[src/rtl/assert_macros.svh]
// assertion macros shared by the rtl modules
// no dependencies; expands to nothing when SYNTHESIS is defined
`ifndef ASSERT_MACROS_SVH
`define ASSERT_MACROS_SVH
`ifndef SYNTHESIS
`define MBD_ASSERT_ALWAYS(lbl, clk, rst_n, expr, msg) \
    lbl: assert property (@(posedge clk) disable iff (!rst_n) (expr)) else $error(msg);
`define MBD_ASSERT_PROP(lbl, clk, rst_n, prop, msg) \
    lbl: assert property (@(posedge clk) disable iff (!rst_n) prop) else $error(msg);
`else
`define MBD_ASSERT_ALWAYS(lbl, clk, rst_n, expr, msg)
`define MBD_ASSERT_PROP(lbl, clk, rst_n, prop, msg)
`endif
`endif

[src/rtl/mbd_pkg.sv]
// types, constants and channel arithmetic for the mip box downsampler
// no dependencies
package mbd_pkg;

    localparam int MAX_WIDTH  = 2048;
    localparam int WL2_MAX    = $clog2(MAX_WIDTH + 1) - 1;
    localparam int COL_W      = WL2_MAX;
    localparam int LINE_AW    = WL2_MAX - 1;
    localparam int LINE_DEPTH = 2 ** LINE_AW;
    localparam int ROW_W      = 15;
    localparam int LANE_W     = 9;
    localparam int LINE_W     = 4 * LANE_W;
    localparam int PIX_W      = 32;
    localparam int CFG_AW     = 2;
    localparam int CFG_DW     = 4;

    localparam logic [1:0] FMT_RGB888   = 2'd0;
    localparam logic [1:0] FMT_RGBA8888 = 2'd1;
    localparam logic [1:0] FMT_RGB5551  = 2'd2;

    localparam logic [CFG_AW-1:0] REG_FMT = 2'd0;
    localparam logic [CFG_AW-1:0] REG_WL2 = 2'd1;
    localparam logic [CFG_AW-1:0] REG_HL2 = 2'd2;

    typedef enum logic [2:0] {
        K_HOLD,
        K_STORE,
        K_PASS,
        K_PAIR,
        K_QUAD
    } t_kind;

    typedef struct packed {
        t_kind              kind;
        logic [PIX_W-1:0]   a;
        logic [PIX_W-1:0]   b;
        logic [LINE_AW-1:0] idx;
        logic               last;
        logic [1:0]         fmt;
    } t_s1;

    function automatic logic [2:0] num_chan(logic [1:0] fmt);
        return (fmt == FMT_RGB888 || fmt == FMT_RGB5551) ? 3'd3 : 3'd4;
    endfunction

    function automatic logic [7:0] chan_get(logic [PIX_W-1:0] p, int unsigned i, logic f5);
        logic [PIX_W-1:0] sh;
        sh = f5 ? (p >> (1 + 5 * i)) : (p >> (8 * i));
        return f5 ? {3'b000, sh[4:0]} : sh[7:0];
    endfunction

    function automatic logic [PIX_W-1:0] chan_put(logic [7:0] v, int unsigned i, logic f5);
        return f5 ? (PIX_W'(v[4:0]) << (1 + 5 * i)) : (PIX_W'(v) << (8 * i));
    endfunction

    function automatic logic [LINE_W-1:0] pair_sum(logic [PIX_W-1:0] a, logic [PIX_W-1:0] b,
                                                   logic [1:0] fmt);
        logic [LINE_W-1:0] r;
        logic              f5;
        logic [2:0]        nch;
        r   = '0;
        f5  = (fmt == FMT_RGB5551);
        nch = num_chan(fmt);
        for (int unsigned i = 0; i < 4; i++) begin
            if (i < nch) begin
                r[LANE_W*i +: LANE_W] = LANE_W'(chan_get(a, i, f5)) + LANE_W'(chan_get(b, i, f5));
            end
        end
        return r;
    endfunction

    function automatic logic [PIX_W-1:0] avg_pixel(logic [LINE_W-1:0] lanes,
                                                   logic [PIX_W-1:0] a, logic [PIX_W-1:0] b,
                                                   t_kind kind, logic [1:0] fmt);
        logic [PIX_W-1:0] res;
        logic             f5;
        logic [2:0]       nch;
        logic [10:0]      s;
        logic [10:0]      t;
        logic [7:0]       v;
        res = '0;
        f5  = (fmt == FMT_RGB5551);
        nch = num_chan(fmt);
        for (int unsigned i = 0; i < 4; i++) begin
            s = 11'(chan_get(a, i, f5)) + 11'(chan_get(b, i, f5));
            case (kind)
                K_PASS: v = chan_get(a, i, f5);
                K_PAIR: begin
                    t = f5 ? (s >> 1) : ((s + 11'd1) >> 1);
                    v = t[7:0];
                end
                K_QUAD: begin
                    t = s + 11'(lanes[LANE_W*i +: LANE_W]);
                    t = f5 ? (t >> 2) : ((t + 11'd2) >> 2);
                    v = t[7:0];
                end
                default: v = '0;
            endcase
            if (i < nch) begin
                res = res | chan_put(v, i, f5);
            end
        end
        return res;
    endfunction

endpackage

[src/rtl/mbd_back.sv]
// averaging stage and output register, plus line buffer write of pair sums
// depends on mbd_pkg and assert_macros.svh
`include "assert_macros.svh"
module mbd_back
    import mbd_pkg::*;
(
    input  logic               i_clk,
    input  logic               i_rst_n,
    input  logic               i_s1_valid,
    input  t_s1                i_s1,
    output logic               o_s1_take,
    input  logic [LINE_W-1:0]  i_rd_data,
    output logic               o_wr_en,
    output logic [LINE_AW-1:0] o_wr_addr,
    output logic [LINE_W-1:0]  o_wr_data,
    output logic               o_valid,
    input  logic               i_ready,
    output logic [PIX_W-1:0]   o_pixel,
    output logic               o_last
);

    logic             r_s2_valid;
    logic [PIX_W-1:0] r_s2_pix;
    logic             r_s2_last;

    logic             emits;
    logic             s2_free;
    logic             fire;

    assign emits     = (i_s1.kind == K_PASS) || (i_s1.kind == K_PAIR) || (i_s1.kind == K_QUAD);
    assign s2_free   = !r_s2_valid || i_ready;
    assign o_s1_take = i_s1_valid && (!emits || s2_free);
    assign fire      = o_s1_take && emits;

    assign o_wr_en   = o_s1_take && (i_s1.kind == K_STORE);
    assign o_wr_addr = i_s1.idx;
    assign o_wr_data = pair_sum(i_s1.a, i_s1.b, i_s1.fmt);

    always_ff @(posedge i_clk) begin
        if (!i_rst_n) begin
            r_s2_valid <= 1'b0;
        end else if (fire) begin
            r_s2_valid <= 1'b1;
        end else if (i_ready) begin
            r_s2_valid <= 1'b0;
        end
    end

    always_ff @(posedge i_clk) begin
        if (fire) begin
            r_s2_pix  <= avg_pixel(i_rd_data, i_s1.a, i_s1.b, i_s1.kind, i_s1.fmt);
            r_s2_last <= i_s1.last;
        end
    end

    assign o_valid = r_s2_valid;
    assign o_pixel = r_s2_pix;
    assign o_last  = r_s2_last;

    `MBD_ASSERT_PROP(a_fire_shows, i_clk, i_rst_n, fire |=> r_s2_valid, "averaged pixel not presented")
    `MBD_ASSERT_PROP(a_no_overwrite, i_clk, i_rst_n, (r_s2_valid && !i_ready) |-> !fire, "pending result overwritten")

endmodule

[config.mk]
export PLATFORM = sky130hd
export DESIGN_NAME = mbd_back
export DESIGN_NICKNAME = d
export VERILOG_FILES = /design/src/rtl/mbd_pkg.sv /design/src/rtl/mbd_back.sv
export VERILOG_INCLUDE_DIRS = /design/src /design/src/rtl
export SDC_FILE = /design/constraint.sdc
export NUM_CORES = 1
export LEC_CHECK = 0
export ABC_AREA = 0
export BUFFER_PORTS_ARGS = -buffer_cell sky130_fd_sc_hd__buf_2
export CAP_MARGIN = 25
export CELL_PAD_IN_SITES_DETAIL_PLACEMENT = 0
export CELL_PAD_IN_SITES_GLOBAL_PLACEMENT = 1
export CORE_ASPECT_RATIO = 2
export CORE_MARGIN = 2
export CORE_UTILIZATION = 42
export CTS_BUF_LIST = sky130_fd_sc_hd__clkbuf_2
export CTS_CLUSTER_DIAMETER = 60
export DETAILED_ROUTE_END_ITERATION = 8
export PLACE_DENSITY = 0.92
export SYNTH_ARGS = -nofsm -noshare
export SYNTH_HDL_FRONTEND = slang
export SYNTH_SLANG_ARGS = --single-unit
[constraint.sdc]
create_clock -name i_clk -period 10.58 [get_ports i_clk]
set_input_delay 2.116 -clock i_clk [delete_from_list [all_inputs] [get_ports i_clk]]
set_output_delay 2.116 -clock i_clk [all_outputs]
set_load 0.01 [all_outputs]
Word-level counts from Yosys, hierarchy flattened --
Cells that the tools add are included.
Word-level totals: flip-flop bits (word level) 34, input port bits 120, output and inout bits 82, word-level logic and storage cells 96
Operators by class: add/sub/neg operators 20, $lt $le $gt $ge 4, equal/unequal tests 5, muxes and demuxes 49, bitwise gates (word level) 3, reductions and logical operators 12
Operators by type and width (number):
- $mux W8 | 29
- $mux W32 | 7
- $pmux W8 S3 | 4
- $add A8 B8 Y9 | 8
- $add A10 B2 Y10 const B | 4
- $add A9 B9 Y10 | 4
- $add A9 B1 Y9 const B | 4
- $mux W9 | 4
- $or A32 B16 Y32 | 1
- $or A32 B24 Y32 | 1
- $or A32 B32 Y32 | 1
- $mux W24 | 1
- $mux W16 | 1
- $eq A3 B2 Y1 const B | 2
- $lt A1 B3 Y1 const A | 2
- $lt A2 B3 Y1 const A | 2
- $logic_or A1 B1 Y1 | 5
- $eq A3 B1 Y1 const B | 1
- $eq A3 B3 Y1 const B | 1
- $logic_and A1 B1 Y1 | 3
- $mux W3 | 1
- $eq A2 B2 Y1 const B | 1
- $logic_not A1 Y1 | 2
- $logic_not A2 Y1 | 1
- other kinds (2) | 3

Logic depth before layout (Yosys ltp) --
depth in word-level cells 19, mapped depth 25, gate-level depth less buffers 20

Least setup slack after synthesis --
No wires, ideal clock.
path type in2out, from in i_s1[0] (netlist name), to out o_wr_data[6], arrival time 5.337 ns, path slack 3.127 ns, cell stages on the path 12, path buffers 5, cells stage by stage nand2b_1 > clkbuf_1 > clkbuf_1 > clkbuf_1 > buf_1 > clkbuf_1 > nand2_1 > nand2_1 > ha_1 > a211o_1 > a211o_1 > a221oi_1
On the way: word-level cells in the longest chain between the ends 5, elaborated cells on any way between the ends 11
Ends and longest elaborated chain:
- start, declared | line mbd_back.sv:10 | input t_s1 i_s1,
- $eq A2 B2 Y1 or $logic_not A2 Y1 (tied branches) | line mbd_pkg.sv:43, mbd_pkg.sv:62
- $mux W8 or $logic_or A1 B1 Y1 (tied branches) | line mbd_pkg.sv:48, mbd_pkg.sv:43
- $mux W8 or $mux W3 (tied branches) | line mbd_pkg.sv:49, mbd_pkg.sv:43
- $add A8 B8 Y9 or $lt A1 B3 Y1 (tied branches) | line mbd_pkg.sv:66, mbd_pkg.sv:65
- $mux W9 (*) | line mbd_pkg.sv:65 | if (i < nch) begin
- end, declared | line mbd_back.sv:15 | output logic [LINE_W-1:0] o_wr_data,
Mark *: on every way between the ends. The rest lies on a longest branch, timed or not.

Worst setup path in the final report --
Ends and elaborated chain as after synthesis.

==> flow_metrics.env <==
export IMPL_status="completed"
export IMPL_vias=7310
export IMPL_layout_common_cells="181 x nand2_1, 181 x buf_2, 75 x nor2_1, 75 x ha_1, 64 x a21oi_1"
export IMPL_drtPass1Iterations=5
export IMPL_critPathBufInv=3
export IMPL_die_h_microns=184
export IMPL_drv_slew=0
export IMPL_syn_area_sq_um=6830
export IMPL_crit_path_start_kind="input port"
export IMPL_gp_congestion=0.900
export IMPL_multi_input_area_sq_um=5470
export IMPL_die_w_microns=94.2
export IMPL_power_switching_uw=549
export IMPL_end_kind="primary output"
export IMPL_finalClockSkew_ps=31.7
export IMPL_register_area_sq_um=1010
export IMPL_ant_nets=0
export IMPL_crit_path_max_incr_delay_ps=690
export IMPL_clockBufferDepth=2
export IMPL_fill_cells=1677
export IMPL_clkPwrFrac_pct=6.3
export IMPL_grt_pass1_wl_mm=32.4
export IMPL_syn_area_per_cell_sq_um=7.25
export IMPL_critPathKind="input port to primary output"
export IMPL_tightest_slew_ps=1070
export IMPL_cts_buffers=5
export IMPL_syn_inst=942
export IMPL_dieArea_sq_um=17400
export IMPL_fin_crit_sh_pct=73.3
export IMPL_drt_initial_drc_count=358
export IMPL_clock_root_buffer="clkbuf_2"
export IMPL_crit_family="compound AO/OA/AOI/OAI gates"
export IMPL_rsz0062_at_grt="false"
export IMPL_yosysWarnings=0
export IMPL_port_buffers=181
export IMPL_max_freq_mhz=129
export IMPL_synth_seq_cells=34
export IMPL_setup_viol=0
export IMPL_hp_class="flip-flop to flip-flop"
export IMPL_crit_fanout=65
export IMPL_cp_cell_sequence="buf_2 -> nand2b_4 -> buf_4 -> nand2_1 -> nand2_1 -> ha_1 -> fa_1 -> a211o_1 -> a211o_1 -> a221oi_1 -> buf_2"
export IMPL_async_flop_share_pct=0
export IMPL_cts_setup_buffers=0
export IMPL_dp_hpwl_mm=17.0
export IMPL_peakVddDrop_uv=77.0
export IMPL_combPwrFrac_pct=78.9
export IMPL_area_growth_pct=15.6
export IMPL_ys_seq_area_share_pct=14.8
export IMPL_finalHoldViolations=0
export IMPL_cap_violations=0
export IMPL_via_per_inst=5.61
export IMPL_drc=0
export IMPL_cp_arrival_ps=5640
export IMPL_powerDensity_nw_per_um2=135
export IMPL_cts_tree="yes"
export IMPL_synth_cell_types=73
export IMPL_coreArea_sq_um=16100
export IMPL_nets=1298
export IMPL_pin_count=202
export IMPL_cts_resized=0
export IMPL_drt_total_wl_mm=20.8
export IMPL_final_area_sq_um=7890
export IMPL_seq_power_share_pct=14.9
export IMPL_fin_crit_ps=7750
export IMPL_switching_share_pct=51.6
export IMPL_synth_main_ff_cell="edfxtp_1"
export IMPL_clkTransAtPathRegs_ps=210
export IMPL_synth_fp_nets=1145
export IMPL_placed_area_sq_um=7850
export IMPL_crit_path_top_delay_cell="a221oi_1"
export IMPL_wl_per_cell_microns=15.9
export IMPL_grt_overflow_total=0
export IMPL_grt_pass1_vias=6693
export IMPL_grt_max_degree=66
export IMPL_postCtsHoldBufs=0
export IMPL_start_util_pct=42.4
export IMPL_rows=66
export IMPL_h_tree_depth=2
export IMPL_antenna_found_initial=3
export IMPL_leakagePower_nw=3.76
export IMPL_grt_usage_pct=23.2
export IMPL_p_int_uw=515
export IMPL_maxSlewHeadroom_pct=28.8
export IMPL_drive_gt1_share_pct=19.4
export IMPL_fin_tns_setup_ps=0
export IMPL_cts_sinks=34
export IMPL_crit_required_ps=8460
export IMPL_clock_latency_ps=430
export IMPL_synth_edf_count=33
## per-stage QoR
| step | setup WS, ps | utilization (%) | power (mW) | std cells | hold slack (ps) |
|---|---|---|---|---|---|
| floorplan | 3130 | - | 0.795 | 942 | 524 |
| global placement | 3000 | 48.7 | 0.978 | 1292 | 499 |
| detailed placement | 2900 | 48.7 | 0.992 | 1292 | 518 |
| CTS | 2890 | 49.0 | 1.06 | 1300 | 540 |
| global route | 2620 | 49.0 | 1.16 | 1301 | 583 |
| finish | 2830 | 49.0 | 1.06 | 1302 | 535 |
## state kept, by name, summed over array words and instances (netlist names)
| signal | flops |
|---|---|
| o_pixel | 32 |
| o_last | 1 |
| o_valid | 1 |
## final timing paths
kind | from | endpoint | slack [ps] | cells past startpoint
worst min register to register | o_valid | o_valid | 530 | 2
worst max register to register | o_valid | o_pixel[24] | 9140 | 5
worst min-delay path | o_valid | o_valid | 530 | 2
worst max-delay path | i_s1[0] | o_wr_data[6] | 2830 | 11
## layout make-up
type                            instances  area share [%]
Antenna cell                            2          0.0634
Multi-Input combinational cell        823            69.3
Sequential cell                        34            12.8
Tap cell                              204            3.23
Clock buffer                            5           0.317
Timing Repair Buffer                  186            12.0
Inverter                               45            2.14
Clock inverter                          3           0.206
## worst reg2reg max path: cells and delay by family (launching register included)
family | cells | cell delay (ps)
buf+inv | 2 | 450
flops | 1 | 350
simple gates | 2 | 140
compound gates | 1 | 130
## power groups by stage
| stage | Sequential [mW] | Clock (mW) | Combinational [mW] |
|---|---|---|---|
| global route | 0.159 | 0.0715 | 0.932 |
| CTS | 0.158 | 0.0674 | 0.836 |
| floorplan | 0.164 | 0 | 0.631 |
| finish | 0.158 | 0.0666 | 0.839 |
| global placement | 0.161 | 0 | 0.816 |
| detailed placement | 0.161 | 0 | 0.831 |
## cells by family (layout without fill, tap and decap cells)
group           Yosys count  in the layout  synth area share, %
compound gates          214            214                 20.8
flops                    34             34                 14.8
xor+xnor                 83             83                 10.6
fa+ha+maj                83             83                 16.1
simple gates            430            430                 30.4
other cells               0              2                    0
mux                      13             13                 1.92
buf+inv                  85            239                 5.37
## per-layer routing
metal / vias up / wire, microns / track usage (%)
met4: 2 / 496 / 7.13
met1: 3328 / 8540 / 28.6
met3: 35 / 1500 / 2.78
met5: - / 11 / 0
met2: 290 / 10200 / 41.6
li1: 3655 / - / -
## synthesized netlist by cell type (5+ instances only)
cell | instances | share of area [%]
nand2_1 | 181 | 9.9
ha_1 | 75 | 14
nor2_1 | 75 | 4.1
a21oi_1 | 64 | 4.7
inv_1 | 45 | 2.5
xor2_1 | 43 | 5.5
and2_1 | 40 | 3.7
xnor2_1 | 40 | 5.1
edfxtp_1 | 33 | 15
o21ai_0 | 28 | 2.1
nand3_1 | 25 | 1.8
clkbuf_1 | 23 | 1.3
nor3_1 | 20 | 1.5
a211oi_1 | 18 | 2.0
nand2b_1 | 14 | 1.3
o21a_1 | 14 | 1.5
mux2i_1 | 12 | 1.8
nor2b_1 | 12 | 1.1
o211ai_1 | 11 | 1.2
a21o_1 | 10 | 1.1
a22oi_1 | 10 | 1.1
buf_4 | 10 | 1.1
nand4_1 | 10 | 0.92
and3_1 | 8 | 0.73
fa_1 | 8 | 2.3
a31oi_1 | 6 | 0.55
nor3b_1 | 6 | 0.66
o21bai_1 | 6 | 0.66
a21boi_0 | 5 | 0.55
and4_1 | 5 | 0.64
nor4_1 | 5 | 0.46
o2111ai_1 | 5 | 0.64
or2_2 | 5 | 0.46
Power figures use the tool's default switching activity.
