==> src/rtl/assert_macros.svh <==
// assertion macros shared by the rtl modules
// no dependencies; expands to nothing when SYNTHESIS is defined
`ifndef ASSERT_MACROS_SVH
`define ASSERT_MACROS_SVH
`ifndef SYNTHESIS
`define MBD_ASSERT_ALWAYS(lbl, clk, rst_n, expr, msg) \
    lbl: assert property (@(posedge clk) disable iff (!rst_n) (expr)) else $error(msg);
`define MBD_ASSERT_PROP(lbl, clk, rst_n, prop, msg) \
    lbl: assert property (@(posedge clk) disable iff (!rst_n) prop) else $error(msg);
`else
`define MBD_ASSERT_ALWAYS(lbl, clk, rst_n, expr, msg)
`define MBD_ASSERT_PROP(lbl, clk, rst_n, prop, msg)
`endif
`endif

==> src/rtl/mbd_pkg.sv <==
// types, constants and channel arithmetic for the mip box downsampler
// no dependencies
package mbd_pkg;

    localparam int MAX_WIDTH  = 2048;
    localparam int WL2_MAX    = $clog2(MAX_WIDTH + 1) - 1;
    localparam int COL_W      = WL2_MAX;
    localparam int LINE_AW    = WL2_MAX - 1;
    localparam int LINE_DEPTH = 2 ** LINE_AW;
    localparam int ROW_W      = 15;
    localparam int LANE_W     = 9;
    localparam int LINE_W     = 4 * LANE_W;
    localparam int PIX_W      = 32;
    localparam int CFG_AW     = 2;
    localparam int CFG_DW     = 4;

    localparam logic [1:0] FMT_RGB888   = 2'd0;
    localparam logic [1:0] FMT_RGBA8888 = 2'd1;
    localparam logic [1:0] FMT_RGB5551  = 2'd2;

    localparam logic [CFG_AW-1:0] REG_FMT = 2'd0;
    localparam logic [CFG_AW-1:0] REG_WL2 = 2'd1;
    localparam logic [CFG_AW-1:0] REG_HL2 = 2'd2;

    typedef enum logic [2:0] {
        K_HOLD,
        K_STORE,
        K_PASS,
        K_PAIR,
        K_QUAD
    } t_kind;

    typedef struct packed {
        t_kind              kind;
        logic [PIX_W-1:0]   a;
        logic [PIX_W-1:0]   b;
        logic [LINE_AW-1:0] idx;
        logic               last;
        logic [1:0]         fmt;
    } t_s1;

    function automatic logic [2:0] num_chan(logic [1:0] fmt);
        return (fmt == FMT_RGB888 || fmt == FMT_RGB5551) ? 3'd3 : 3'd4;
    endfunction

    function automatic logic [7:0] chan_get(logic [PIX_W-1:0] p, int unsigned i, logic f5);
        logic [PIX_W-1:0] sh;
        sh = f5 ? (p >> (1 + 5 * i)) : (p >> (8 * i));
        return f5 ? {3'b000, sh[4:0]} : sh[7:0];
    endfunction

    function automatic logic [PIX_W-1:0] chan_put(logic [7:0] v, int unsigned i, logic f5);
        return f5 ? (PIX_W'(v[4:0]) << (1 + 5 * i)) : (PIX_W'(v) << (8 * i));
    endfunction

    function automatic logic [LINE_W-1:0] pair_sum(logic [PIX_W-1:0] a, logic [PIX_W-1:0] b,
                                                   logic [1:0] fmt);
        logic [LINE_W-1:0] r;
        logic              f5;
        logic [2:0]        nch;
        r   = '0;
        f5  = (fmt == FMT_RGB5551);
        nch = num_chan(fmt);
        for (int unsigned i = 0; i < 4; i++) begin
            if (i < nch) begin
                r[LANE_W*i +: LANE_W] = LANE_W'(chan_get(a, i, f5)) + LANE_W'(chan_get(b, i, f5));
            end
        end
        return r;
    endfunction

    function automatic logic [PIX_W-1:0] avg_pixel(logic [LINE_W-1:0] lanes,
                                                   logic [PIX_W-1:0] a, logic [PIX_W-1:0] b,
                                                   t_kind kind, logic [1:0] fmt);
        logic [PIX_W-1:0] res;
        logic             f5;
        logic [2:0]       nch;
        logic [10:0]      s;
        logic [10:0]      t;
        logic [7:0]       v;
        res = '0;
        f5  = (fmt == FMT_RGB5551);
        nch = num_chan(fmt);
        for (int unsigned i = 0; i < 4; i++) begin
            s = 11'(chan_get(a, i, f5)) + 11'(chan_get(b, i, f5));
            case (kind)
                K_PASS: v = chan_get(a, i, f5);
                K_PAIR: begin
                    t = f5 ? (s >> 1) : ((s + 11'd1) >> 1);
                    v = t[7:0];
                end
                K_QUAD: begin
                    t = s + 11'(lanes[LANE_W*i +: LANE_W]);
                    t = f5 ? (t >> 2) : ((t + 11'd2) >> 2);
                    v = t[7:0];
                end
                default: v = '0;
            endcase
            if (i < nch) begin
                res = res | chan_put(v, i, f5);
            end
        end
        return res;
    endfunction

endpackage

==> src/rtl/mbd_front.sv <==
// input stage: configuration registers, position counters, held pixel, input register
// depends on mbd_pkg and assert_macros.svh
`include "assert_macros.svh"
module mbd_front
    import mbd_pkg::*;
(
    input  logic               i_clk,
    input  logic               i_rst_n,
    input  logic               i_cfg_we,
    input  logic [CFG_AW-1:0]  i_cfg_idx,
    input  logic [CFG_DW-1:0]  i_cfg_data,
    input  logic               i_valid,
    input  logic [PIX_W-1:0]   i_pixel,
    output logic               o_ready,
    output logic               o_rd_en,
    output logic [LINE_AW-1:0] o_rd_addr,
    output logic               o_s1_valid,
    output t_s1                o_s1,
    input  logic               i_s1_take
);

    logic [1:0]       r_fmt;
    logic [3:0]       r_wl2;
    logic [3:0]       r_hl2;
    logic [COL_W-1:0] r_col;
    logic [ROW_W-1:0] r_row;
    logic [PIX_W-1:0] r_held;
    logic             r_s1_valid;
    t_s1              r_s1;

    logic [3:0]       wl2_eff;
    logic [COL_W-1:0] w_m1;
    logic [ROW_W-1:0] h_m1;
    logic             cfg_hit;
    logic             accept;
    logic             last;
    t_kind            kind;
    logic [COL_W-1:0] n_col;
    logic [ROW_W-1:0] n_row;

    assign wl2_eff = (r_wl2 > 4'(WL2_MAX)) ? 4'(WL2_MAX) : r_wl2;
    assign w_m1    = COL_W'({COL_W{1'b1}} >> (4'(WL2_MAX) - wl2_eff));
    assign h_m1    = ROW_W'({ROW_W{1'b1}} >> (4'(ROW_W) - r_hl2));
    assign cfg_hit = i_cfg_we && (i_cfg_idx inside {REG_FMT, REG_WL2, REG_HL2});
    assign o_ready = !r_s1_valid || i_s1_take;
    assign accept  = i_valid && o_ready;
    assign last    = (r_col == w_m1) && (r_row == h_m1);

    always_comb begin
        if (wl2_eff == '0 && r_hl2 == '0) begin
            kind = K_PASS;
        end else if (r_hl2 == '0) begin
            kind = r_col[0] ? K_PAIR : K_HOLD;
        end else if (wl2_eff == '0) begin
            kind = r_row[0] ? K_PAIR : K_HOLD;
        end else if (!r_col[0]) begin
            kind = K_HOLD;
        end else if (!r_row[0]) begin
            kind = K_STORE;
        end else begin
            kind = K_QUAD;
        end
    end

    always_comb begin
        n_col = r_col + COL_W'(1);
        n_row = r_row;
        if (r_col == w_m1) begin
            n_col = '0;
            n_row = (r_row == h_m1) ? '0 : r_row + ROW_W'(1);
        end
    end

    always_ff @(posedge i_clk) begin
        if (!i_rst_n) begin
            r_fmt      <= FMT_RGB888;
            r_wl2      <= '0;
            r_hl2      <= '0;
            r_col      <= '0;
            r_row      <= '0;
            r_held     <= '0;
            r_s1_valid <= 1'b0;
        end else begin
            if (i_cfg_we) begin
                case (i_cfg_idx)
                    REG_FMT: r_fmt <= i_cfg_data[1:0];
                    REG_WL2: r_wl2 <= i_cfg_data;
                    REG_HL2: r_hl2 <= i_cfg_data;
                    default: ;
                endcase
            end
            if (cfg_hit) begin
                r_col <= '0;
                r_row <= '0;
            end else if (accept) begin
                r_col <= n_col;
                r_row <= n_row;
            end
            if (accept && kind == K_HOLD) begin
                r_held <= i_pixel;
            end
            if (accept) begin
                r_s1_valid <= 1'b1;
            end else if (i_s1_take) begin
                r_s1_valid <= 1'b0;
            end
        end
    end

    always_ff @(posedge i_clk) begin
        if (accept) begin
            r_s1.kind <= kind;
            r_s1.a    <= (kind == K_PASS) ? i_pixel : r_held;
            r_s1.b    <= i_pixel;
            r_s1.idx  <= r_col[COL_W-1:1];
            r_s1.last <= last;
            r_s1.fmt  <= r_fmt;
        end
    end

    assign o_rd_en    = accept;
    assign o_rd_addr  = r_col[COL_W-1:1];
    assign o_s1_valid = r_s1_valid;
    assign o_s1       = r_s1;

    `MBD_ASSERT_ALWAYS(a_pos_in_range, i_clk, i_rst_n, (r_col <= w_m1) && (r_row <= h_m1), "position beyond level size")
    `MBD_ASSERT_PROP(a_level_wrap, i_clk, i_rst_n, (accept && last && !cfg_hit) |=> (r_col == '0 && r_row == '0), "counters did not wrap after last pixel")
    `MBD_ASSERT_PROP(a_pass_is_last, i_clk, i_rst_n, (r_s1_valid && r_s1.kind == K_PASS) |-> r_s1.last, "single pixel level not marked last")

endmodule

==> config.mk <==
export PLATFORM = sky130hd
export DESIGN_NAME = mbd_front
export DESIGN_NICKNAME = d
export VERILOG_FILES = /design/src/rtl/mbd_pkg.sv /design/src/rtl/mbd_front.sv
export VERILOG_INCLUDE_DIRS = /design/src /design/src/rtl
export SDC_FILE = /design/constraint.sdc
export NUM_CORES = 1
export LEC_CHECK = 0
export CAP_MARGIN = 20
export CORE_MARGIN = 1
export CORE_UTILIZATION = 63
export DETAILED_ROUTE_END_ITERATION = 12
export DONT_BUFFER_PORTS = 1
export GPL_TIMING_DRIVEN = 0
export PLACE_DENSITY = 0.88
export SLEW_MARGIN = 40
export SYNTH_ARGS = -nofsm -noshare
export SYNTH_HDL_FRONTEND = slang
export SYNTH_SLANG_ARGS = --single-unit
==> constraint.sdc <==
create_clock -name i_clk -period 5.95 [get_ports i_clk]
set_clock_uncertainty 0.1 [all_clocks]
set_input_delay 1.4875 -clock i_clk [delete_from_list [all_inputs] [get_ports i_clk]]
set_output_delay 1.4875 -clock i_clk [all_outputs]
set_load 0.1 [all_outputs]
# After elaboration in Yosys (flattened, before gate mapping)
# Index checks and enable logic that the tools add are counted.
word_totals:
  regBits: 149
  ram_bits: 0
  word_cells: 57
  latch_bits: 0
  in_bits: 43
  n_memories: 0
  out_inout_bits: 93
  rom_bits: 0
op_classes:
  mul: 0
  n_reduce_logical: 18
  addsub: 4
  n_bitwise: 1
  n_div: 0
  order_cmp: 1
  eq_ne: 5
  shifts: 2
  n_mux: 13
op_table:
  columns: ["cell", "n"]
  rows:
  - ["$mux 32", 1]
  - ["$add 15x1->15 const B", 1]
  - ["$eq 15x15->1", 1]
  - ["$mux 15", 1]
  - ["$mux 3", 5]
  - ["$shr 15x4->15 const A", 1]
  - ["$add 11x1->11 const B", 1]
  - ["$eq 11x11->1", 1]
  - ["$mux 11", 1]
  - ["$shr 11x4->11 const A", 1]
  - ["$logic_not 4->1", 2]
  - ["$reduce_and 2->1", 4]
  - ["$sub 4x4->4 const A", 2]
  - ["$logic_and 1x1->1", 5]
  - ["$gt 4x4->1 const B", 1]
  - ["$mux 2", 2]
  - ["$mux 4", 1]
  - ["$eq 3x2->1 const B", 1]
  - ["$logic_not 3->1", 1]
  - ["$reduce_bool 3->1", 1]
  - ["$eq 2x1->1 const B", 1]
  - ["$eq 2x2->1 const B", 1]
  - ["$logic_not 2->1", 1]
  - ["$mux 1", 2]
  - ["other kinds (5)", 5]

# Depth between registers and ports, before layout
# Gate-level depths: netlist (run 1).
logic_depth:
  ltp_word: 8
  depth_mapped: 11
  ltp_nobuf: 8

# Least setup slack after synthesis (run 1)
# Ideal clock, no wire load.
synth_timing:
  path_kind: "input to output"
  from: "input i_s1_take"
  to: "output o_rd_en"
  path_buffers: 1
  required_time_ps: 4363
  path_stages: 3
  arrival_time_ps: 5727
  slack_ps: -1364
  path_cell_list: "nand2b_1 -> and2_1 -> clkbuf_1"
synth_via:
  elab_chain_cells: 2
synth_lines:
  columns: ["item", "line_no", "source"]
  rows:
  - ["start, declared", "mbd_front.sv:19", "input logic i_s1_take"]
  - ["$logic_or 1x1->1", "mbd_front.sv:45", "assign o_ready = !r_s1_valid || i_s1_take;"]
  - ["$logic_and 1x1->1", "mbd_front.sv:46", "assign accept = i_valid && o_ready;"]
  - ["end, declared", "mbd_front.sv:15", "output logic o_rd_en,"]
# No other way between the ends.

# Final worst setup path (run 1)
# Same ends and word-level chain as after synthesis.

==> results of run 1 <==
-- critical path: stages --
cell      delay (ps)
nand2b_2         460
and2_1           280
clkbuf_8         410
buf_16           330
-- final cells by class --
class                      count  area, sq um
clock buffer                  17          414
timing repair buffer          21          510
clock inverter                15          121
fill                         593         2170
multi-input combinational    363         2410
buffer                        43          228
sequential                   149         3780
inverter                       4         15.0
tap                          133          166
-- sequential cells by signal, indices dropped and copies added (netlist names) --
| name | flops |
|---|---|
| r_col | 11 |
| r_wl2 | 4 |
| o_s1_valid | 1 |
| r_hl2 | 4 |
| r_fmt | 2 |
| r_held | 32 |
| r_row | 15 |
| o_s1 | 80 |
-- power by group through the flow --
| stage | sequential, W | clock [W] | combinational (W) |
|---|---|---|---|
| floorplan | 0.00150 | 0 | 0.000149 |
| global route | 0.00142 | 0.00103 | 0.000355 |
| detailed placement | 0.00146 | 0 | 0.000280 |
| finish | 0.00142 | 0.000976 | 0.000338 |
| global placement | 0.00151 | 0 | 0.000181 |
| CTS | 0.00144 | 0.000972 | 0.000286 |
-- final timing paths --
check / to / slack, ps / depth (start not counted)
hold / removal: o_s1[0]$_DFFE_PP_ / 350 / 0
setup / recovery: o_rd_en / 1350 / 4
hold reg to reg: o_s1[0]$_DFFE_PP_ / 350 / 0
setup reg to reg: r_held[18]$_SDFFE_PN0P_ / 2720 / 7
-- synthesized netlist by cell type, types with 10 or more instances --
cell	n	area, sq um
edfxtp_1	80	2400
a21boi_0	39	293
o21ai_0	16	80.1
nor2_1	20	75.1
dfxtp_1	69	1380
nand2_1	93	349
mux2i_1	13	130
clkbuf_1	22	82.6
nor2b_1	17	106
xor2_1	10	87.6
buf_4	11	82.6
nand3_1	13	65.1
mux2_2	32	360
-- cell usage in the layout (no fill, tap or decap), drive strengths merged, types with 2 or more instances in the layout --
master    netlist  routed
nand2          93      93
edfxtp         80      80
dfxtp          69      69
clkbuf         22      46
a21boi         40      40
buf            21      35
mux2           32      32
nor2           20      20
o21ai          18      18
nor2b          17      17
mux2i          13      13
nand3          13      13
inv             4      11
xor2           10      10
o31ai           9       9
o211ai          8       8
a21oi           8       8
nand4           8       8
nand2b          7       7
and3            6       6
nor3            5       5
or3             5       5
and2            4       4
nor4            4       4
nor4b           4       4
o2bb2ai         4       4
clkinvlp        0       4
clkinv          0       4
xnor2           3       3
o2bb2a          3       3
or2             3       3
or4b            3       3
o22ai           2       2
o311ai          2       2
nand3b          2       2
ha              2       2
or4             2       2
-- kinds of logic (layout without fill, tap and decap cells) --
logic type                 count (synthesis)  in the layout  synth area share
and+or+nand+nor                          199            199             0.152
DFF                                      149            149             0.589
AOI/OAI and AO/OA                        104            104             0.124
buffers and inverters                     47            100            0.0362
muxes                                     45             45            0.0764
xor gates and xnor gates                  13             13            0.0177
adders and majority gates                  2              2           0.00390
-- routing by layer --
| layer | wire length, microns | part of all wire | GRT usage | up-vias |
|---|---|---|---|---|
| met5 | 0 | 0 | 0 | - |
| met4 | 279 | 0.018 | 0.105 | 0 |
| met3 | 1410 | 0.090 | 0.0786 | 34 |
| met2 | 7710 | 0.49 | 0.464 | 294 |
| met1 | 6280 | 0.40 | 0.351 | 2249 |
| li1 | - | - | - | 2096 |
-- stage by stage --
stage / util / setup slack, ps / TNS (ps) / instance area, sq um
2_1_floorplan: - / 309 / 0 / 6420
6_report: 0.779 / 1350 / 0 / 7650
3_5_place_dp: 0.707 / 1330 / 0 / 6940
4_1_cts: 0.761 / 1330 / 0 / 7470
5_1_grt: 0.779 / 1240 / 0 / 7650
3_3_place_gp: 0.671 / -141 / -1600 / 6590
==> impl_metrics.ini, run 1 <==
[placement]
place.port_buffers = 0
place_hpwl_mm = 9.43
gp_congestion = 0.866
post-place-cells = 706

[timing]
finalSetupViolations = 0
max_clock_freq_ghz = 0.217
hold_violations = 0
period_share = 0.773
fin_crit_ps = 4600
rsz0062_at_grt = false
holdWs_ps = 348
slew_viol_final = 0
tightestPinTransition_ps = 954
slew_headroom = 0.365

[synth]
synth_edf_count = 80
ys_warn_count = 0
synth_nets = 604
seq_area_frac_synth = 0.589
yosysUniqueCellTypes = 59
syn_area_sq_um = 6420
ys_async_sr_fraction = 0
synth.avg_cell_area_sq_um = 11.5
netlist_instances = 559
synth_top_flop_cell = edfxtp_1
synth-seq-cells = 149

[cells_and_area]
final_cell_count_no_fill = 745
drive_gt1_frac = 0.191
diodes = 0
syn_to_final_growth_pct = 19.1
nNetsFinal = 644

[power_and_ir_drop]
seqPwrFrac = 0.519
p_sw_w = 0.000924
p_comb_frac = 0.124
power_w = 0.00273
p_leak_nw = 2.77
p_int_w = 0.00181
p_clk_frac = 0.357
p_sw_frac = 0.338
power.density_nw_per_um2 = 357
ir_drop_v = 0.000215

[worst_setup_path]
cp.required_ps = 4360
arrival_ps = 3010
crit_path_start = i_s1_take
critical_path.startpoint_type = input pin
worst_setup_path_end_kind = primary output
worst_r2r_startpoint = o_s1_valid$_SDFFE_PN0P_
path_class = input pin to primary output
crit_fanout = 53

[global_route]
grt_pass1_vias = 4349
grt_max_degree = 54
grt.overflow.total = 0
antenna_found_initial = 0
track_usage = 0.280
grt_first_pass_wirelength_mm = 22.3

[worst_hold_path]
min-delay-start = r_fmt[0]$_SDFFE_PN0P_
hold_class = flop to flop

[routing]
via_per_inst = 6.27
routed_wirelength_mm = 15.7
wl_per_cell_microns = 21.0
post-route-drc-count = 0
drt-initial-drc-count = 384
drtAntennaViolNets = 0
dr.pass1.iters = 5
dr_total_vias = 4673

[clocking]
insertion_delay_ps = 520
cts_buffers = 17
post_cts_buffers = 0
cts_tree = done
cts-resized-gates = 0
root_buffer = clkbuf_8
clockBufferDepth = 2
postCtsHoldBufs = 0
clk_pin_slew_ps = 70
cts.htree.levels = 4
cts_sinks = 149

[run]
drv_cap = 0

[floorplanning]
ioPinCount = 136
core_area_sq_um = 9820
rows = 36
start_util = 0.654
dieArea_sq_um = 10600
die_w_microns = 103
die_h_microns = 103

[run_status]
status = finished clean
(Power assumes the default switching activity.)
==> run 2, diff against run 1 <==
Clock period 5.95 ns to 4.3 ns, I/O delays scaled along.
==> impl_metrics.ini, run 2 (synthesis results as in run 1) <==
[worst_setup_path]
path_delay_family = simple AND/OR/NAND/NOR gates
arrival_ps = 2520
crit_chain = nand2b_2, and2_1, buf_8
path_class = input pin to primary output
slowest_delay_ps = 630
worst_r2r_startpoint = o_s1_valid$_SDFFE_PN0P_
r2r-end = r_held[22]$_SDFFE_PN0P_
reg2reg_depth = 7
critical_path.startpoint_type = input pin
cp.required_ps = 3120
crit_slowest_cell = buf_8
r2r_slack_ps = 1050
path_buf_inv = 1
worst_setup_path_end_kind = primary output
crit_fanout = 90

[clocking]
cts_sinks = 149
root_buffer = clkbuf_8
clk_pin_slew_ps = 60
post_cts_buffers = 0
clockBufferDepth = 2
cts-resized-gates = 0
postCtsHoldBufs = 0
insertion_delay_ps = 530
cts.htree.levels = 4
cts_tree = done
cts_buffers = 17

[floorplanning]
start_util = 0.654
core_area_sq_um = 9820
die_h_microns = 103
dieArea_sq_um = 10600
die_w_microns = 103
ioPinCount = 136
rows = 36

[routing]
post-route-drc-count = 0
dr_total_vias = 4722
drtAntennaViolNets = 0
drt-initial-drc-count = 449
wl_per_cell_microns = 21.5
via_per_inst = 6.33
dr.pass1.iters = 6
routed_wirelength_mm = 16.0

[worst_hold_path]
hold_path_end = o_s1[1]$_DFFE_PP_
hold_class = flop to flop
min-delay-start = r_fmt[1]$_SDFFE_PN0P_
worstHoldPathCells = 0

[cells_and_area]
largest_reg_flops = 80
fin_util = 0.779
register_area_sq_um = 3780
syn_to_final_growth_pct = 19.1
drive_gt1_frac = 0.191
diodes = 0
multiInputGateArea_sq_um = 2410
nNetsFinal = 645
layout_commonest_cell = nand2_1
fillers = 585
final_cell_mix = nand2_1, edfxtp_1, dfxtp_1

[timing]
slew_headroom = 0.379
final.setup.tns_ps = 0
period_share = 0.860
max_clock_freq_ghz = 0.270
fin_crit_ps = 3700
hold_violations = 0
finalSetupViolations = 0
rsz0062_at_grt = false
tightestPinTransition_ps = 934
holdWs_ps = 345
slew_viol_final = 0
fin_ws_ps = 603

[placement]
gp_congestion = 0.870
dp_slack_ps = 519
place.port_buffers = 0
place_hpwl_mm = 9.60

[global_route]
track_usage = 0.292
antenna_found_initial = 0
grt_first_pass_wirelength_mm = 22.9
grt.overflow.total = 0
grt_max_degree = 91
grt_pass1_vias = 4502

[run]
drv_cap = 0

[power_and_ir_drop]
power.density_nw_per_um2 = 493
ir_drop_v = 0.000307
p_leak_nw = 2.77
power_w = 0.00377

[run_status]
status = finished clean
## run 2: cell types whose count changed in the layout (fill, tap and decap cells not counted), sizes merged
cell and change:
buf +1
## run 2: worst max path at each step
| stage | cells past startpoint | startpoint | endpoint |
|---|---|---|---|
| finish | 3 | i_s1_take | o_rd_en |
| global route | 3 | o_s1_valid$_SDFFE_PN0P_ | o_rd_en |
| global placement | 7 | i_s1_take | r_held[10]$_SDFFE_PN0P_ |
| floorplan | 3 | i_s1_take | o_rd_en |
| CTS | 3 | i_s1_take | o_rd_en |
| detailed placement | 7 | i_s1_take | r_held[6]$_SDFFE_PN0P_ |
## run 2: layout make-up
class | count | area share
plain buffers | 43 | 0.0299
clock buffers | 17 | 0.0541
clock inverters | 15 | 0.0157
inverters | 4 | 0.00196
multi-input cells | 363 | 0.315
flip-flops and latches | 149 | 0.495
well taps | 133 | 0.0218
repair buffers | 22 | 0.0667
## run 2: worst register-to-register path, stage by stage (launching register included)
cell,delay [ps]
dfxtp_2,670
nand2b_2,480
and2_1,370
buf_8,340
nand3_1,350
clkbuf_1,410
nand2_1,140
a21boi_0,280
## run 2: layer usage
metal	GRT usage	routed length, microns	part of all wire
met3	0.0658	1170	0.073
met2	0.508	7960	0.50
met5	0	0	0
met1	0.343	6450	0.40
met4	0.135	462	0.029
## run 2: stage by stage
| stage | instance area [sq um] | cells |
|---|---|---|
| 6_report | 7650 | 746 |
| 5_1_grt | 7650 | 746 |
| 4_1_cts | 7450 | 738 |
| 3_5_place_dp | 6910 | 706 |
| 3_3_place_gp | 6590 | 692 |
| 2_1_floorplan | 6430 | 559 |
## run 2: power breakdown
part	switching (W)	total, W	internal [W]
registers	0.000355	0.00196	0.00161
logic	0.000299	0.000472	0.000172
clock network	0.000620	0.00134	0.000721
